## src/hw/rtl/dahdsr_envelope_generator_core_defines.svh

```systemverilog
// assertion helpers used by the envelope core rtl
`ifndef DAHDSR_ENVELOPE_GENERATOR_CORE_DEFINES_SVH
`define DAHDSR_ENVELOPE_GENERATOR_CORE_DEFINES_SVH

// same-cycle implication
`define DAHDSR_ASSERT_IMP(lbl, clk_s, rst_s, ante, cons, msg) \
  lbl: assert property (@(posedge clk_s) disable iff (rst_s) (ante) |-> (cons)) \
    else $error(msg);

// next-cycle implication
`define DAHDSR_ASSERT_NXT(lbl, clk_s, rst_s, ante, cons, msg) \
  lbl: assert property (@(posedge clk_s) disable iff (rst_s) (ante) |=> (cons)) \
    else $error(msg);

`endif

```

## src/hw/rtl/dahdsr_pkg.sv

```systemverilog
package dahdsr_pkg;

  localparam int AMP_W       = 25;  // amplitude, q1.24
  localparam int AMP_FRAC    = 24;
  localparam int RATE_W      = 32;  // rates, q2.30
  localparam int RATE_FRAC   = 30;
  localparam int DIGIT_W_DEF = 4;   // multiplier digit, must divide RATE_W

  typedef struct packed {
    logic busy;
    logic done;
  } mul_stat_t;

endpackage

```

## src/hw/rtl/dahdsr_mul.sv

```systemverilog
module dahdsr_mul #(
  parameter int AW = dahdsr_pkg::AMP_W,
  parameter int BW = dahdsr_pkg::RATE_W,
  parameter int DW = dahdsr_pkg::DIGIT_W_DEF
) (
  input  logic                    clk,
  input  logic                    rst,
  input  logic                    start,
  input  logic [AW-1:0]           a,
  input  logic [BW-1:0]           b,
  output dahdsr_pkg::mul_stat_t   stat,
  output logic [AW+BW-1:0]        prod
);
  import dahdsr_pkg::*;

  localparam int STEPS = BW / DW;
  localparam int CNT_W = $clog2(STEPS + 1);

  logic [AW+BW-1:0] acc;
  logic [AW-1:0]    a_reg;
  logic [CNT_W-1:0] cnt;
  logic             done_r;
  logic [AW+DW-1:0] sum;

  // lsb-first shift-add: one digit of b per cycle, b shifts out as the product shifts in
  always_comb begin
    sum = (AW+DW)'(acc[AW+BW-1:BW]) + (AW+DW)'(a_reg) * (AW+DW)'(acc[DW-1:0]);
  end

  always_ff @(posedge clk) begin
    if (rst) begin
      cnt    <= '0;
      done_r <= 1'b0;
    end else begin
      done_r <= (cnt == CNT_W'(1));
      if (start) begin
        cnt <= CNT_W'(STEPS);
      end else if (cnt != '0) begin
        cnt <= cnt - CNT_W'(1);
      end
    end
  end

  always_ff @(posedge clk) begin
    if (start) begin
      acc   <= {{AW{1'b0}}, b};
      a_reg <= a;
    end else if (cnt != '0) begin
      acc <= {sum, acc[BW-1:DW]};
    end
  end

  assign stat.busy = (cnt != '0);
  assign stat.done = done_r;
  assign prod      = acc;

endmodule

```

## src/hw/rtl/dahdsr_envelope_generator_core.sv

```systemverilog
// channel   dir  tdata                                         tuser
// s_*       in   [15:0] sample_in, [47:16] release_rate,       [1:0] kind
//                [71:48] release_samples
// m_*       out  [15:0] sample_out                             [0] end_of_sound, [3:1] phase
// cfg_*     in   cfg_index picks the register, cfg_data holds the value
//
// a sample word while enabled passes the amplitude multiply (when phase scaling applies) and the
// sample multiply before the output stage; other words go straight to the output stage.
// the next word can be accepted in the same cycle as the previous one is presented.
// the shared digit-serial multiplier runs amplitude times rate when phase scaling applies, then sample times amplitude.
// one word is in flight at a time; s_tready is high only while the engine is idle.
// a stalled output holds the finished word in the output stage; the engine waits behind it.
// rst is synchronous: phase off, amplitude and counters zero, registers at their defaults.
module dahdsr_envelope_generator_core #(
  parameter int DIGIT_W = dahdsr_pkg::DIGIT_W_DEF
) (
  input  logic        clk,
  input  logic        rst,
  input  logic        cfg_we,
  input  logic [2:0]  cfg_index,
  input  logic [31:0] cfg_data,
  input  logic        s_tvalid,
  output logic        s_tready,
  input  logic [71:0] s_tdata,   // sample_in, release_rate, release_samples
  input  logic [1:0]  s_tuser,   // kind
  output logic        m_tvalid,
  input  logic        m_tready,
  output logic [15:0] m_tdata,   // sample_out
  output logic [3:0]  m_tuser    // end_of_sound, phase
);
  import dahdsr_pkg::*;

  localparam int LEN_W  = 24;
  localparam int MAG_W  = 17;
  localparam int PROD_W = AMP_W + RATE_W;
  localparam int SCL_W  = PROD_W - RATE_FRAC;
  localparam int SMP_W  = PROD_W - AMP_FRAC;

  localparam logic [1:0] KIND_SAMPLE  = 2'd0;
  localparam logic [1:0] KIND_NOTE_ON = 2'd1;
  localparam logic [1:0] KIND_RELEASE = 2'd2;

  localparam logic [2:0] REG_DELAY  = 3'd0;
  localparam logic [2:0] REG_ATTACK = 3'd1;
  localparam logic [2:0] REG_HOLD   = 3'd2;
  localparam logic [2:0] REG_DECAY  = 3'd3;
  localparam logic [2:0] REG_A_RATE = 3'd4;
  localparam logic [2:0] REG_D_RATE = 3'd5;
  localparam logic [2:0] REG_PEAK   = 3'd6;
  localparam logic [2:0] REG_ENABLE = 3'd7;

  localparam logic [2:0] PH_DELAY   = 3'd0;
  localparam logic [2:0] PH_ATTACK  = 3'd1;
  localparam logic [2:0] PH_HOLD    = 3'd2;
  localparam logic [2:0] PH_DECAY   = 3'd3;
  localparam logic [2:0] PH_SUSTAIN = 3'd4;
  localparam logic [2:0] PH_RELEASE = 3'd5;
  localparam logic [2:0] PH_OFF     = 3'd6;

  localparam logic [1:0] ST_IDLE = 2'd0;
  localparam logic [1:0] ST_AMP  = 2'd1;
  localparam logic [1:0] ST_SMP  = 2'd2;
  localparam logic [1:0] ST_OUT  = 2'd3;

  localparam logic [AMP_W-1:0] ATTACK_START = AMP_W'(1677);
  localparam logic [RATE_W-1:0] RATE_ONE    = RATE_W'(1073741824);
  localparam logic [AMP_W-1:0] PEAK_ONE     = AMP_W'(16777216);

  // configuration
  logic [LEN_W-1:0]  delay_samples, attack_samples, hold_samples, decay_samples;
  logic [RATE_W-1:0] attack_rate, decay_rate;
  logic [AMP_W-1:0]  peak_level;
  logic              enable;

  // envelope state
  logic [2:0]        cur_phase;
  logic [AMP_W-1:0]  amplitude;
  logic [LEN_W-1:0]  delay_left, attack_left, hold_left, decay_left, release_left;
  logic [RATE_W-1:0] rel_rate;

  logic [1:0]        state;
  logic [MAG_W-1:0]  mag_r;
  logic              neg_r;
  logic [15:0]       res_sample;
  logic              res_eos;

  logic              accept;
  logic [1:0]        kind;
  logic [15:0]       sample_in;
  logic [MAG_W-1:0]  mag_in;

  // phase walk for one sample
  logic [2:0]        ph_next;
  logic [AMP_W-1:0]  amp_sel, amp_clamp;
  logic              do_mul, eos_s, fin;
  logic [RATE_W-1:0] rate_sel;
  logic              dec_delay, dec_attack, dec_hold, dec_decay, dec_release;

  logic              mul_start;
  logic [AMP_W-1:0]  mul_a;
  logic [RATE_W-1:0] mul_b;
  mul_stat_t         mul_stat;
  logic [PROD_W-1:0] mul_prod;

  logic [SCL_W-1:0]  scaled;
  logic [AMP_W-1:0]  amp_scaled;
  logic [SMP_W-1:0]  smp_mag;
  logic [MAG_W-1:0]  smp_sat;
  logic [15:0]       smp_res;

  assign s_tready  = (state == ST_IDLE);
  assign accept    = s_tvalid && s_tready;
  assign kind      = s_tuser;
  assign sample_in = s_tdata[15:0];
  assign mag_in    = sample_in[15] ? (MAG_W'(17'h10000) - MAG_W'(sample_in))
                                   : MAG_W'(sample_in);

  always_comb begin
    ph_next     = cur_phase;
    amp_sel     = amplitude;
    do_mul      = 1'b0;
    rate_sel    = attack_rate;
    eos_s       = 1'b0;
    fin         = 1'b0;
    dec_delay   = 1'b0;
    dec_attack  = 1'b0;
    dec_hold    = 1'b0;
    dec_decay   = 1'b0;
    dec_release = 1'b0;
    if (ph_next == PH_DELAY) begin
      if (delay_left != '0) begin
        dec_delay = 1'b1;
        amp_sel   = '0;
        fin       = 1'b1;
      end else begin
        ph_next = PH_ATTACK;
        amp_sel = ATTACK_START;
      end
    end
    if (!fin && ph_next == PH_ATTACK) begin
      if (attack_left != '0) begin
        dec_attack = 1'b1;
        do_mul     = 1'b1;
        rate_sel   = attack_rate;
        fin        = 1'b1;
      end else begin
        ph_next = PH_HOLD;
        amp_sel = peak_level;
      end
    end
    if (!fin && ph_next == PH_HOLD) begin
      if (hold_left != '0) begin
        dec_hold = 1'b1;
        fin      = 1'b1;
      end else begin
        ph_next = PH_DECAY;
      end
    end
    if (!fin && ph_next == PH_DECAY) begin
      if (decay_left != '0) begin
        dec_decay = 1'b1;
        do_mul    = 1'b1;
        rate_sel  = decay_rate;
        fin       = 1'b1;
      end else begin
        ph_next = PH_SUSTAIN;
      end
    end
    if (!fin && ph_next == PH_SUSTAIN) begin
      fin = 1'b1;
    end
    if (!fin && ph_next == PH_RELEASE) begin
      if (release_left != '0) begin
        dec_release = 1'b1;
        do_mul      = 1'b1;
        rate_sel    = rel_rate;
        fin         = 1'b1;
      end else begin
        ph_next = PH_OFF;
        amp_sel = '0;
      end
    end
    if (!fin) begin
      ph_next = PH_OFF;
      eos_s   = 1'b1;
    end
    amp_clamp = (amp_sel > peak_level) ? peak_level : amp_sel;
  end

  // amplitude times rate, truncated then clamped to peak
  assign scaled     = mul_prod[PROD_W-1:RATE_FRAC];
  assign amp_scaled = (scaled > SCL_W'(peak_level)) ? peak_level : scaled[AMP_W-1:0];

  // sample magnitude times amplitude, truncated toward zero then saturated
  assign smp_mag = mul_prod[PROD_W-1:AMP_FRAC];
  always_comb begin
    if (neg_r) begin
      smp_sat = (smp_mag > SMP_W'(32768)) ? MAG_W'(32768) : smp_mag[MAG_W-1:0];
      smp_res = 16'(MAG_W'(0) - smp_sat);
    end else begin
      smp_sat = (smp_mag > SMP_W'(32767)) ? MAG_W'(32767) : smp_mag[MAG_W-1:0];
      smp_res = smp_sat[15:0];
    end
  end

  always_comb begin
    mul_start = 1'b0;
    mul_a     = amp_clamp;
    mul_b     = do_mul ? rate_sel : RATE_W'(mag_in);
    if (accept && kind == KIND_SAMPLE && enable) begin
      mul_start = 1'b1;
    end
    if (state == ST_AMP && mul_stat.done) begin
      mul_start = 1'b1;
      mul_a     = amp_scaled;
      mul_b     = RATE_W'(mag_r);
    end
  end

  dahdsr_mul #(
    .AW (AMP_W),
    .BW (RATE_W),
    .DW (DIGIT_W)
  ) u_mul (
    .clk   (clk),
    .rst   (rst),
    .start (mul_start),
    .a     (mul_a),
    .b     (mul_b),
    .stat  (mul_stat),
    .prod  (mul_prod)
  );

  always_ff @(posedge clk) begin
    if (rst) begin
      delay_samples  <= '0;
      attack_samples <= '0;
      hold_samples   <= '0;
      decay_samples  <= '0;
      attack_rate    <= RATE_ONE;
      decay_rate     <= RATE_ONE;
      peak_level     <= PEAK_ONE;
      enable         <= 1'b1;
    end else if (cfg_we) begin
      unique case (cfg_index)
        REG_DELAY:  delay_samples  <= cfg_data[LEN_W-1:0];
        REG_ATTACK: attack_samples <= cfg_data[LEN_W-1:0];
        REG_HOLD:   hold_samples   <= cfg_data[LEN_W-1:0];
        REG_DECAY:  decay_samples  <= cfg_data[LEN_W-1:0];
        REG_A_RATE: attack_rate    <= cfg_data[RATE_W-1:0];
        REG_D_RATE: decay_rate     <= cfg_data[RATE_W-1:0];
        REG_PEAK:   peak_level     <= cfg_data[AMP_W-1:0];
        REG_ENABLE: enable         <= cfg_data[0];
        default: ;
      endcase
    end
  end

  always_ff @(posedge clk) begin
    if (rst) begin
      state        <= ST_IDLE;
      cur_phase    <= PH_OFF;
      amplitude    <= '0;
      delay_left   <= '0;
      attack_left  <= '0;
      hold_left    <= '0;
      decay_left   <= '0;
      release_left <= '0;
      rel_rate     <= '0;
      m_tvalid     <= 1'b0;
    end else begin
      // the output stage reloads in ST_OUT, so only clear it elsewhere
      if (m_tvalid && m_tready && state != ST_OUT) begin
        m_tvalid <= 1'b0;
      end
      unique case (state)
        ST_IDLE: begin
          if (accept) begin
            state <= ST_OUT;
            case (kind)
              KIND_NOTE_ON: begin
                delay_left  <= delay_samples;
                attack_left <= attack_samples;
                hold_left   <= hold_samples;
                decay_left  <= decay_samples;
                cur_phase   <= PH_DELAY;
                amplitude   <= '0;
              end
              KIND_RELEASE: begin
                if (enable) begin
                  rel_rate     <= s_tdata[47:16];
                  release_left <= s_tdata[71:48];
                  cur_phase    <= PH_RELEASE;
                end
              end
              KIND_SAMPLE: begin
                if (enable) begin
                  cur_phase <= ph_next;
                  if (dec_delay)   delay_left   <= delay_left - LEN_W'(1);
                  if (dec_attack)  attack_left  <= attack_left - LEN_W'(1);
                  if (dec_hold)    hold_left    <= hold_left - LEN_W'(1);
                  if (dec_decay)   decay_left   <= decay_left - LEN_W'(1);
                  if (dec_release) release_left <= release_left - LEN_W'(1);
                  if (!do_mul) amplitude <= amp_clamp;
                  state <= do_mul ? ST_AMP : ST_SMP;
                end
              end
              default: ;
            endcase
          end
        end
        ST_AMP: begin
          if (mul_stat.done) begin
            amplitude <= amp_scaled;
            state     <= ST_SMP;
          end
        end
        ST_SMP: begin
          if (mul_stat.done) begin
            state <= ST_OUT;
          end
        end
        ST_OUT: begin
          if (!m_tvalid || m_tready) begin
            m_tvalid <= 1'b1;
            state    <= ST_IDLE;
          end
        end
        default: state <= ST_IDLE;
      endcase
    end
  end

  // word payload, no reset needed
  always_ff @(posedge clk) begin
    if (accept) begin
      mag_r <= mag_in;
      neg_r <= sample_in[15];
      if (kind == KIND_SAMPLE && !enable) begin
        res_sample <= sample_in;
      end else begin
        res_sample <= '0;
      end
      if (kind == KIND_RELEASE) begin
        res_eos <= !enable;
      end else if (kind == KIND_SAMPLE) begin
        res_eos <= enable && eos_s;
      end else begin
        res_eos <= 1'b0;
      end
    end else if (state == ST_SMP && mul_stat.done) begin
      res_sample <= smp_res;
    end
    if (state == ST_OUT && (!m_tvalid || m_tready)) begin
      m_tdata <= res_sample;
      m_tuser <= {cur_phase, res_eos};
    end
  end

`include "dahdsr_envelope_generator_core_defines.svh"

  `DAHDSR_ASSERT_IMP(a_idle_mul_free, clk, rst, s_tready, !mul_stat.busy, "multiplier busy while idle")
  `DAHDSR_ASSERT_NXT(a_amp_to_smp, clk, rst, (state == ST_AMP) && mul_stat.done, (state == ST_SMP) && mul_stat.busy, "sample multiply did not follow scaling")
  `DAHDSR_ASSERT_NXT(a_out_load, clk, rst, (state == ST_OUT) && (!m_tvalid || m_tready), m_tvalid && (state == ST_IDLE), "finished word not presented")

endmodule

```

## config.mk

```make
export PLATFORM = sky130hd
export DESIGN_NAME = dahdsr_envelope_generator_core
export DESIGN_NICKNAME = d
export VERILOG_FILES = /design/src/hw/rtl/dahdsr_pkg.sv /design/src/hw/rtl/dahdsr_mul.sv /design/src/hw/rtl/dahdsr_envelope_generator_core.sv
export VERILOG_INCLUDE_DIRS = /design/src /design/src/hw/rtl
export SDC_FILE = /design/constraint.sdc
export NUM_CORES = 2
export LEC_CHECK = 0
export BUFFER_PORTS_ARGS = -buffer_cell sky130_fd_sc_hd__buf_4
export CAP_MARGIN = 20
export CORE_MARGIN = 1
export CORE_UTILIZATION = 50
export CTS_CLUSTER_DIAMETER = 50
export DETAILED_ROUTE_END_ITERATION = 16
export HOLD_SLACK_MARGIN = 0.08
export PLACE_DENSITY = 0.67
export SYNTH_ARGS = -nofsm -noshare
export SYNTH_HDL_FRONTEND = slang
export SYNTH_HIERARCHICAL = 1
export SYNTH_SLANG_ARGS = --single-unit
```

## constraint.sdc

```tcl
create_clock -name clk -period 6.4 [get_ports clk]
set_input_delay 0.96 -clock clk [delete_from_list [all_inputs] [get_ports clk]]
set_output_delay 0.96 -clock clk [all_outputs]
set_load 0.05 [all_outputs]
```

; ---- Word-level counts from Yosys, hierarchy flattened
; Index checks and enable logic that the tools add are counted.
[word_totals]
elab_cells = 235
in_bits = 114
output_inout_bits = 22
register_bits = 511
[classes]
addsub = 9
n_eq_ne = 33
multipliers = 1
order_cmp = 4
muxes = 101
n_reduce_logical = 57
[ops]
columns = operator, count
row1 = 2-to-1 mux 25 bit, 12
row2 = 2-to-1 mux 24 bit, 11
row3 = 2-to-1 mux 32 bit, 8
row4 = one-hot mux 24 bit (2 select lines), 5
row5 = nonzero test 24 bit, 5
row6 = "subtractor 24 x 1 -> 24 bit, second input constant", 5
row7 = one-hot mux 25 bit (2 select lines), 2
row8 = 2-to-1 mux 16 bit, 6
row9 = 2-to-1 mux 3 bit, 13
row10 = "> comparator 33 x 15 -> 1 bit, second input constant", 1
row11 = "> comparator 33 x 16 -> 1 bit, second input constant", 1
row12 = 2-to-1 mux 1 bit, 31
row13 = adder 25 x 29 -> 29 bit, 1
row14 = multiplier 25 x 4 -> 29 bit, 1
row15 = > comparator 27 x 25 -> 1 bit, 1
row16 = > comparator 25 bit, 1
row17 = AND reduction 5 bit, 5
row18 = "equality test 3 bit, second input constant", 6
row19 = "!= test 2 bit, second input constant", 9
row20 = 2-to-1 mux 17 bit, 1
row21 = "subtractor 17 x 16 -> 17 bit, first input constant", 1
row22 = AND reduction 2 bit, 8
row23 = "subtractor 1 x 16 -> 16 bit, first input constant", 1
row24 = logical AND 1 bit, 15
row25 = 24 further kinds, 55

; ---- Depth between registers and ports, before layout
[depth]
word_depth = 25
ltp_mapped = 21
ltp_nobuf = 19

; ---- By module
; The synthesis kept the hierarchy.
[modules_own_cells]
columns = mod, seq_area_each_um2, n_inst, area_per_inst_um2, cells_per_inst
row1 = dahdsr_envelope_generator_core, 9038.7, 1, 21934.8, 2883
row2 = dahdsr_mul, 2312.2, 1, 7253.2, 719

; ---- Worst setup path before layout
; No wires, ideal clock.
[synth_timing]
path_type = register to register
startpoint = register state[0]
endpoint = register u_mul.acc[0], in the netlist u_mul/prod[0] (enable)
path_buffers = 2
setup_slack_ns = 1.001
synth_period_minus_slack_ns = 5.399
setup_ns = 0.409
required_time_ns = 5.991
stages_incl_launch_ff = 10
t_arrival_ns = 4.990
path_cell_list = dfxtp_1 > inv_1 > ha_1 > nand2_1 > or2_2 > o21ai_0 > clkbuf_1 > nor2_1 > inv_1 > clkbuf_1
[synth_via]
elab_chain_len = 7
elab_cells_between_ends = 9
cone_classes = eq/ne (1) / mux (2) / reduce/logical (6)
[synth_lines]
columns = item, line
row1 = start: declaration, dahdsr_envelope_generator_core.sv:81  ; logic [1:0] state;
row2 = start signal: assignment, dahdsr_envelope_generator_core.sv:305  ; state <= do_mul ? ST_AMP : ST_SMP;
row3 = logical NOT 2 bit, dahdsr_envelope_generator_core.sv:111  ; assign s_tready = (state == ST_IDLE);
row4 = net s_tready, dahdsr_envelope_generator_core.sv:23  ; output logic s_tready,
row5 = logical AND 1 bit, dahdsr_envelope_generator_core.sv:112  ; assign accept = s_tvalid && s_tready;
row6 = logical AND 1 bit (2 in series), dahdsr_envelope_generator_core.sv:210  ; if (accept && kind == KIND_SAMPLE && enable) begin
row7 = 2-to-1 mux 1 bit, dahdsr_envelope_generator_core.sv:210
row8 = 2-to-1 mux 1 bit, dahdsr_envelope_generator_core.sv:213  ; if (state == ST_AMP && mul_stat.done) begin
row9 = net mul_start, dahdsr_envelope_generator_core.sv:99  ; logic mul_start;
row10 = nonzero test 2 bit (no line), -
row11 = end signal: assignment, dahdsr_mul.sv:46  ; acc <= {{AW{1'b0}}, b};
row12 = end signal: assignment, dahdsr_mul.sv:49  ; acc <= {sum, acc[BW-1:DW]};
row13 = end: declaration, dahdsr_mul.sv:19  ; logic [AW+BW-1:0] acc;
; The timed path passes the listed nets, and every way through them passes these cells.
; A chain may end at the register's enable or synchronous reset.

; ---- Final worst setup path
[layout_timing]
startpoint = register attack_left[0]
endpoint = register u_mul.a_reg[9], data pin
[layout_via]
elab_chain_len = 18
elab_cells_between_ends = 33
cone_classes = order compare (1) / eq/ne (4) / mux (19) / reduce/logical (9)
[layout_lines]
columns = item, line
row1 = start: declaration, dahdsr_envelope_generator_core.sv:78  ; logic [LEN_W-1:0] delay_left, attack_left, hold_left, decay_left, release_left;
row2 = start signal: assignment, dahdsr_envelope_generator_core.sv:283  ; attack_left <= attack_samples;
row3 = start signal: assignment, dahdsr_envelope_generator_core.sv:300  ; if (dec_attack) attack_left <= attack_left - LEN_W'(1);
row4 = nonzero test 24 bit *, dahdsr_envelope_generator_core.sv:141  ; if (attack_left != '0) begin
row5 = 2-to-1 mux 3 bit / 2-to-1 mux 1 bit (equally long branches), dahdsr_envelope_generator_core.sv:141
row6 = 2-to-1 mux 3 bit / 2-to-1 mux 1 bit (equally long branches), dahdsr_envelope_generator_core.sv:140  ; if (!fin && ph_next == PH_ATTACK) begin
row7 = equality test 3 x 2 -> 1 bit / logical NOT 1 bit (equally long branches), dahdsr_envelope_generator_core.sv:151  ; if (!fin && ph_next == PH_HOLD) begin
row8 = logical AND 1 bit, dahdsr_envelope_generator_core.sv:151
row9 = 2-to-1 mux 3 bit / 2-to-1 mux 1 bit (equally long branches), dahdsr_envelope_generator_core.sv:151
row10 = equality test 3 x 2 -> 1 bit / logical NOT 1 bit (equally long branches), dahdsr_envelope_generator_core.sv:159  ; if (!fin && ph_next == PH_DECAY) begin
row11 = logical AND 1 bit, dahdsr_envelope_generator_core.sv:159
row12 = (+3 left out), -
row13 = 2-to-1 mux 1 bit, dahdsr_envelope_generator_core.sv:169  ; if (!fin && ph_next == PH_SUSTAIN) begin
row14 = logical NOT 1 bit, dahdsr_envelope_generator_core.sv:172  ; if (!fin && ph_next == PH_RELEASE) begin
row15 = logical AND 1 bit, dahdsr_envelope_generator_core.sv:172
row16 = 2-to-1 mux 25 bit *, dahdsr_envelope_generator_core.sv:172
row17 = > comparator 25 bit, dahdsr_envelope_generator_core.sv:187  ; amp_clamp = (amp_sel > peak_level) ? peak_level : amp_sel;
row18 = 2-to-1 mux 25 bit *, dahdsr_envelope_generator_core.sv:187
row19 = 2-to-1 mux 25 bit *, dahdsr_envelope_generator_core.sv:213
row20 = net mul_a[9], dahdsr_envelope_generator_core.sv:100  ; logic [AMP_W-1:0] mul_a;
row21 = end signal: assignment, dahdsr_mul.sv:47  ; a_reg <= a;
row22 = end: declaration, dahdsr_mul.sv:20  ; logic [AW-1:0] a_reg;
; Mark *: on every way through the listed nets, which the timed path passes. The rest lies on a longest branch.

==> results.json <==
{
  "total_power_uw": 17600,
  "syn_to_final_growth_pct": 13.6,
  "finalNetCount": 3918,
  "async_flop_share": 0,
  "yosysMostFrequentCell": "nand2_1",
  "ys_ff_latch": 511,
  "synth_cells": 3602,
  "n_fill_cell": 5322,
  "drive_above_1_share": 0.103,
  "path_cells": "inv_1 -> ha_1 -> or3b_2 -> nor4_1 -> nand4_1 -> a21o_1 -> a22oi_1 -> nor2_1 -> ha_1 -> nand4_1 -> nor3_1 -> o211ai_1 -> o211a_1 -> o21a_1 -> a21oi_1 -> buf_4 -> a221o_1",
  "final-setup-viol-count": 0,
  "post_drt_wl_per_cell_um": 19.8,
  "grt_pass1_wl_um": 138000,
  "grt_antenna_before_repair": 5,
  "synth_edf_count": 112,
  "p_sw_uw": 7640,
  "seq_power_share": 0.254,
  "drt-pass1-iter-count": 6,
  "crit_buf_inv": 2,
  "start_util": 0.506,
  "place_congestion": 0.906,
  "internal-power_uw": 9970,
  "portBuffers": 135,
  "rows": 88,
  "cts_tree": "done",
  "worst_setup_path_start_kind": "flop",
  "final.min_clock_period_ns": 5.51,
  "clock_skew_ns": 0.0288,
  "switching_share": 0.434,
  "max_freq_mhz": 182,
  "p_leak_uw": 0.0127,
  "dieArea_mm2": 0.0593,
  "relSlewSlack": 0.311,
  "synth_cell_type_count": 96,
  "drtAntennaViolNets": 0,
  "hold_viol_final": 0,
  "seq_area_frac_synth": 0.389,
  "syn-cell-area_mm2": 0.0292,
  "status": "finished, final reports clean",
  "largest_reg_flops": 57,
  "yosys_warnings": 6,
  "regArea_mm2": 0.0114,
  "die_x_um": 244,
  "cp_max_fo": 21,
  "holdBufCountCts": 0,
  "drt_iter0_drc": 2651,
  "root_buffer": "clkbuf_16",
  "core_region_area_mm2": 0.0577,
  "ys_top_cells_by_count": "689 x nand2_1, 433 x a21oi_1, 399 x dfxtp_1, 259 x nor2_1, 203 x clkbuf_1",
  "clk_path_buf_depth": 3,
  "combPwrFrac": 0.514,
  "grt_max_degree": 92,
  "drc_errors": 0,
  "first_global_vias": 24300,
  "maxCapViolCount": 0,
  "max_stage_delay_ns": 0.59,
  "via_count": 26500,
  "avgSynthCellArea_um2": 8.10,
  "timing.final.crit_share": 0.861,
  "syn_nets": 3889,
  "critPathKind": "flop to flop",
  "overflow": 0,
  "power.density_mw_per_mm2": 531,
  "multi_input_area_mm2": 0.0163,
  "vdd_drop_max_v": 0.000753,
  "clkTransAtPathRegs_ns": 0.06,
  "hold_path_class": "flop to flop",
  "synth_ff_type": "dfxtp_1",
  "synth.largest_area_cell": "dfxtp_1",
  "synth_top_area_share": 0.274,
  "post_drt_via_cell_ratio": 5.96,
  "cts_buffers": 70,
  "slowest_stage": "a21oi_1",
  "antenna_cells": 0,
  "cts-resized-gates": 0,
  "p_clk_frac": 0.233,
  "ios": 136,
  "die_h_um": 244,
  "timing.setup.tns_ns": 0,
  "htreeDepth": 3,
  "clkLatencyLatePin_ns": 0.62,
  "grt_usage": 0.292,
  "worst_pin_slew_ns": 1.03,
  "arrival_ns": 5.98,
  "yosys-top-cells-area": "dfxtp_1 27%, edfxtp_1 12%, nand2_1 8.9%",
  "dpl.hpwl_um": 59300,
  "clock-sinks": 511,
  "cts_setup_buffers": 0,
  "cp_data_required_time_ns": 6.88,
  "cp-end-kind": "flop",
  "rsz0062_at_grt": "no",
  "critPathTopFamily": "compound AO/OA/AOI/OAI gates",
  "drv_slew": 0,
  "routed_wl_um": 88000
}
==> cell families (layout without fill, tap and decap cells) <==
| family | count (synthesis) | count (layout) | synth area share |
|---|---|---|---|
| xor gates and xnor gates | 36 | 36 | 0.0108 |
| AOI/OAI and AO/OA | 1023 | 1023 | 0.220 |
| muxes | 50 | 50 | 0.0185 |
| DFF | 511 | 511 | 0.389 |
| other | 1 | 1 | 0.000128 |
| adders and majority gates | 173 | 173 | 0.0922 |
| and+or+nand+nor | 1397 | 1397 | 0.214 |
| buffers and inverters | 411 | 495 | 0.0550 |
==> path summary, 6_finish.rpt <==
path | start | to | slack, ns | cells after the start
max reg2reg | attack_left[0] | u_mul/a_reg[9] | 0.89 | 17
max | attack_left[0] | u_mul/a_reg[9] | 0.89 | 17
min | res_sample[7] | m_tdata[7] | 0.42 | 0
min reg2reg | res_sample[7] | m_tdata[7] | 0.42 | 0
==> cells in the final DEF, fill, tap and decap left out, types with 73 or more instances in the layout <==
| master | netlist | routed |
|---|---|---|
| nand2_1 | 689 | 689 |
| a21oi_1 | 433 | 431 |
| dfxtp_1 | 399 | 399 |
| nor2_1 | 259 | 256 |
| inv_1 | 188 | 188 |
| buf_4 | 3 | 177 |
| o21ai_0 | 176 | 175 |
| edfxtp_1 | 112 | 112 |
| ha_1 | 103 | 103 |
| and2_1 | 101 | 101 |
| nor3_1 | 89 | 84 |
| nand3_1 | 78 | 77 |
| clkbuf_16 | 0 | 73 |
==> worst register-to-register path: cells and delay by family, from the launching register on <==
kind / cells / cell delay, ns
buffers and inverters: 2 / 0.44
and+or+nand+nor: 6 / 1.93
AOI/OAI and AO/OA: 7 / 2.16
DFF: 1 / 0.34
adders and majority gates: 2 / 0.48
==> through the flow <==
step	hold WS [ns]	instance area, µm²	util	cells	setup slack (ns)
after floorplan	0.400	29200	-	3602	1.00
after global placement	0.402	30700	0.532	4322	0.874
after detailed placement	0.405	30700	0.532	4323	0.813
after CTS	0.417	33100	0.574	4450	0.775
after global routing	0.426	33200	0.575	4451	0.488
final	0.416	33200	0.575	4451	0.893
==> power by group through the flow <==
stage                     combinational [µW]  clock, µW  sequential, µW
after global routing                   10200       4280            4520
after floorplan                         6980          0            4250
final                                   9050       4090            4460
after global placement                  8830          0            4510
after CTS                               8970       4150            4450
after detailed placement                8880          0            4510
==> routing by layer <==
metal	part of all wire	track usage	wire length (µm)	vias to the layer above
li1	-	-	-	12800
met4	0.021	0.0726	1880	6
met1	0.45	0.412	39400	12700
met3	0.078	0.0563	6830	131
met2	0.45	0.458	39900	917
met5	0.00042	0	37	-
==> area by class of cell <==
| cell class | instances | area share |
|---|---|---|
| clock buffers | 95 | 0.0606 |
| inverters | 189 | 0.0214 |
| well taps | 765 | 0.0289 |
| multi-input cells | 2680 | 0.492 |
| repair buffers | 179 | 0.0409 |
| clock inverters | 32 | 0.0135 |
| flip-flops and latches | 511 | 0.342 |
Power figures use the tool's default switching activity.
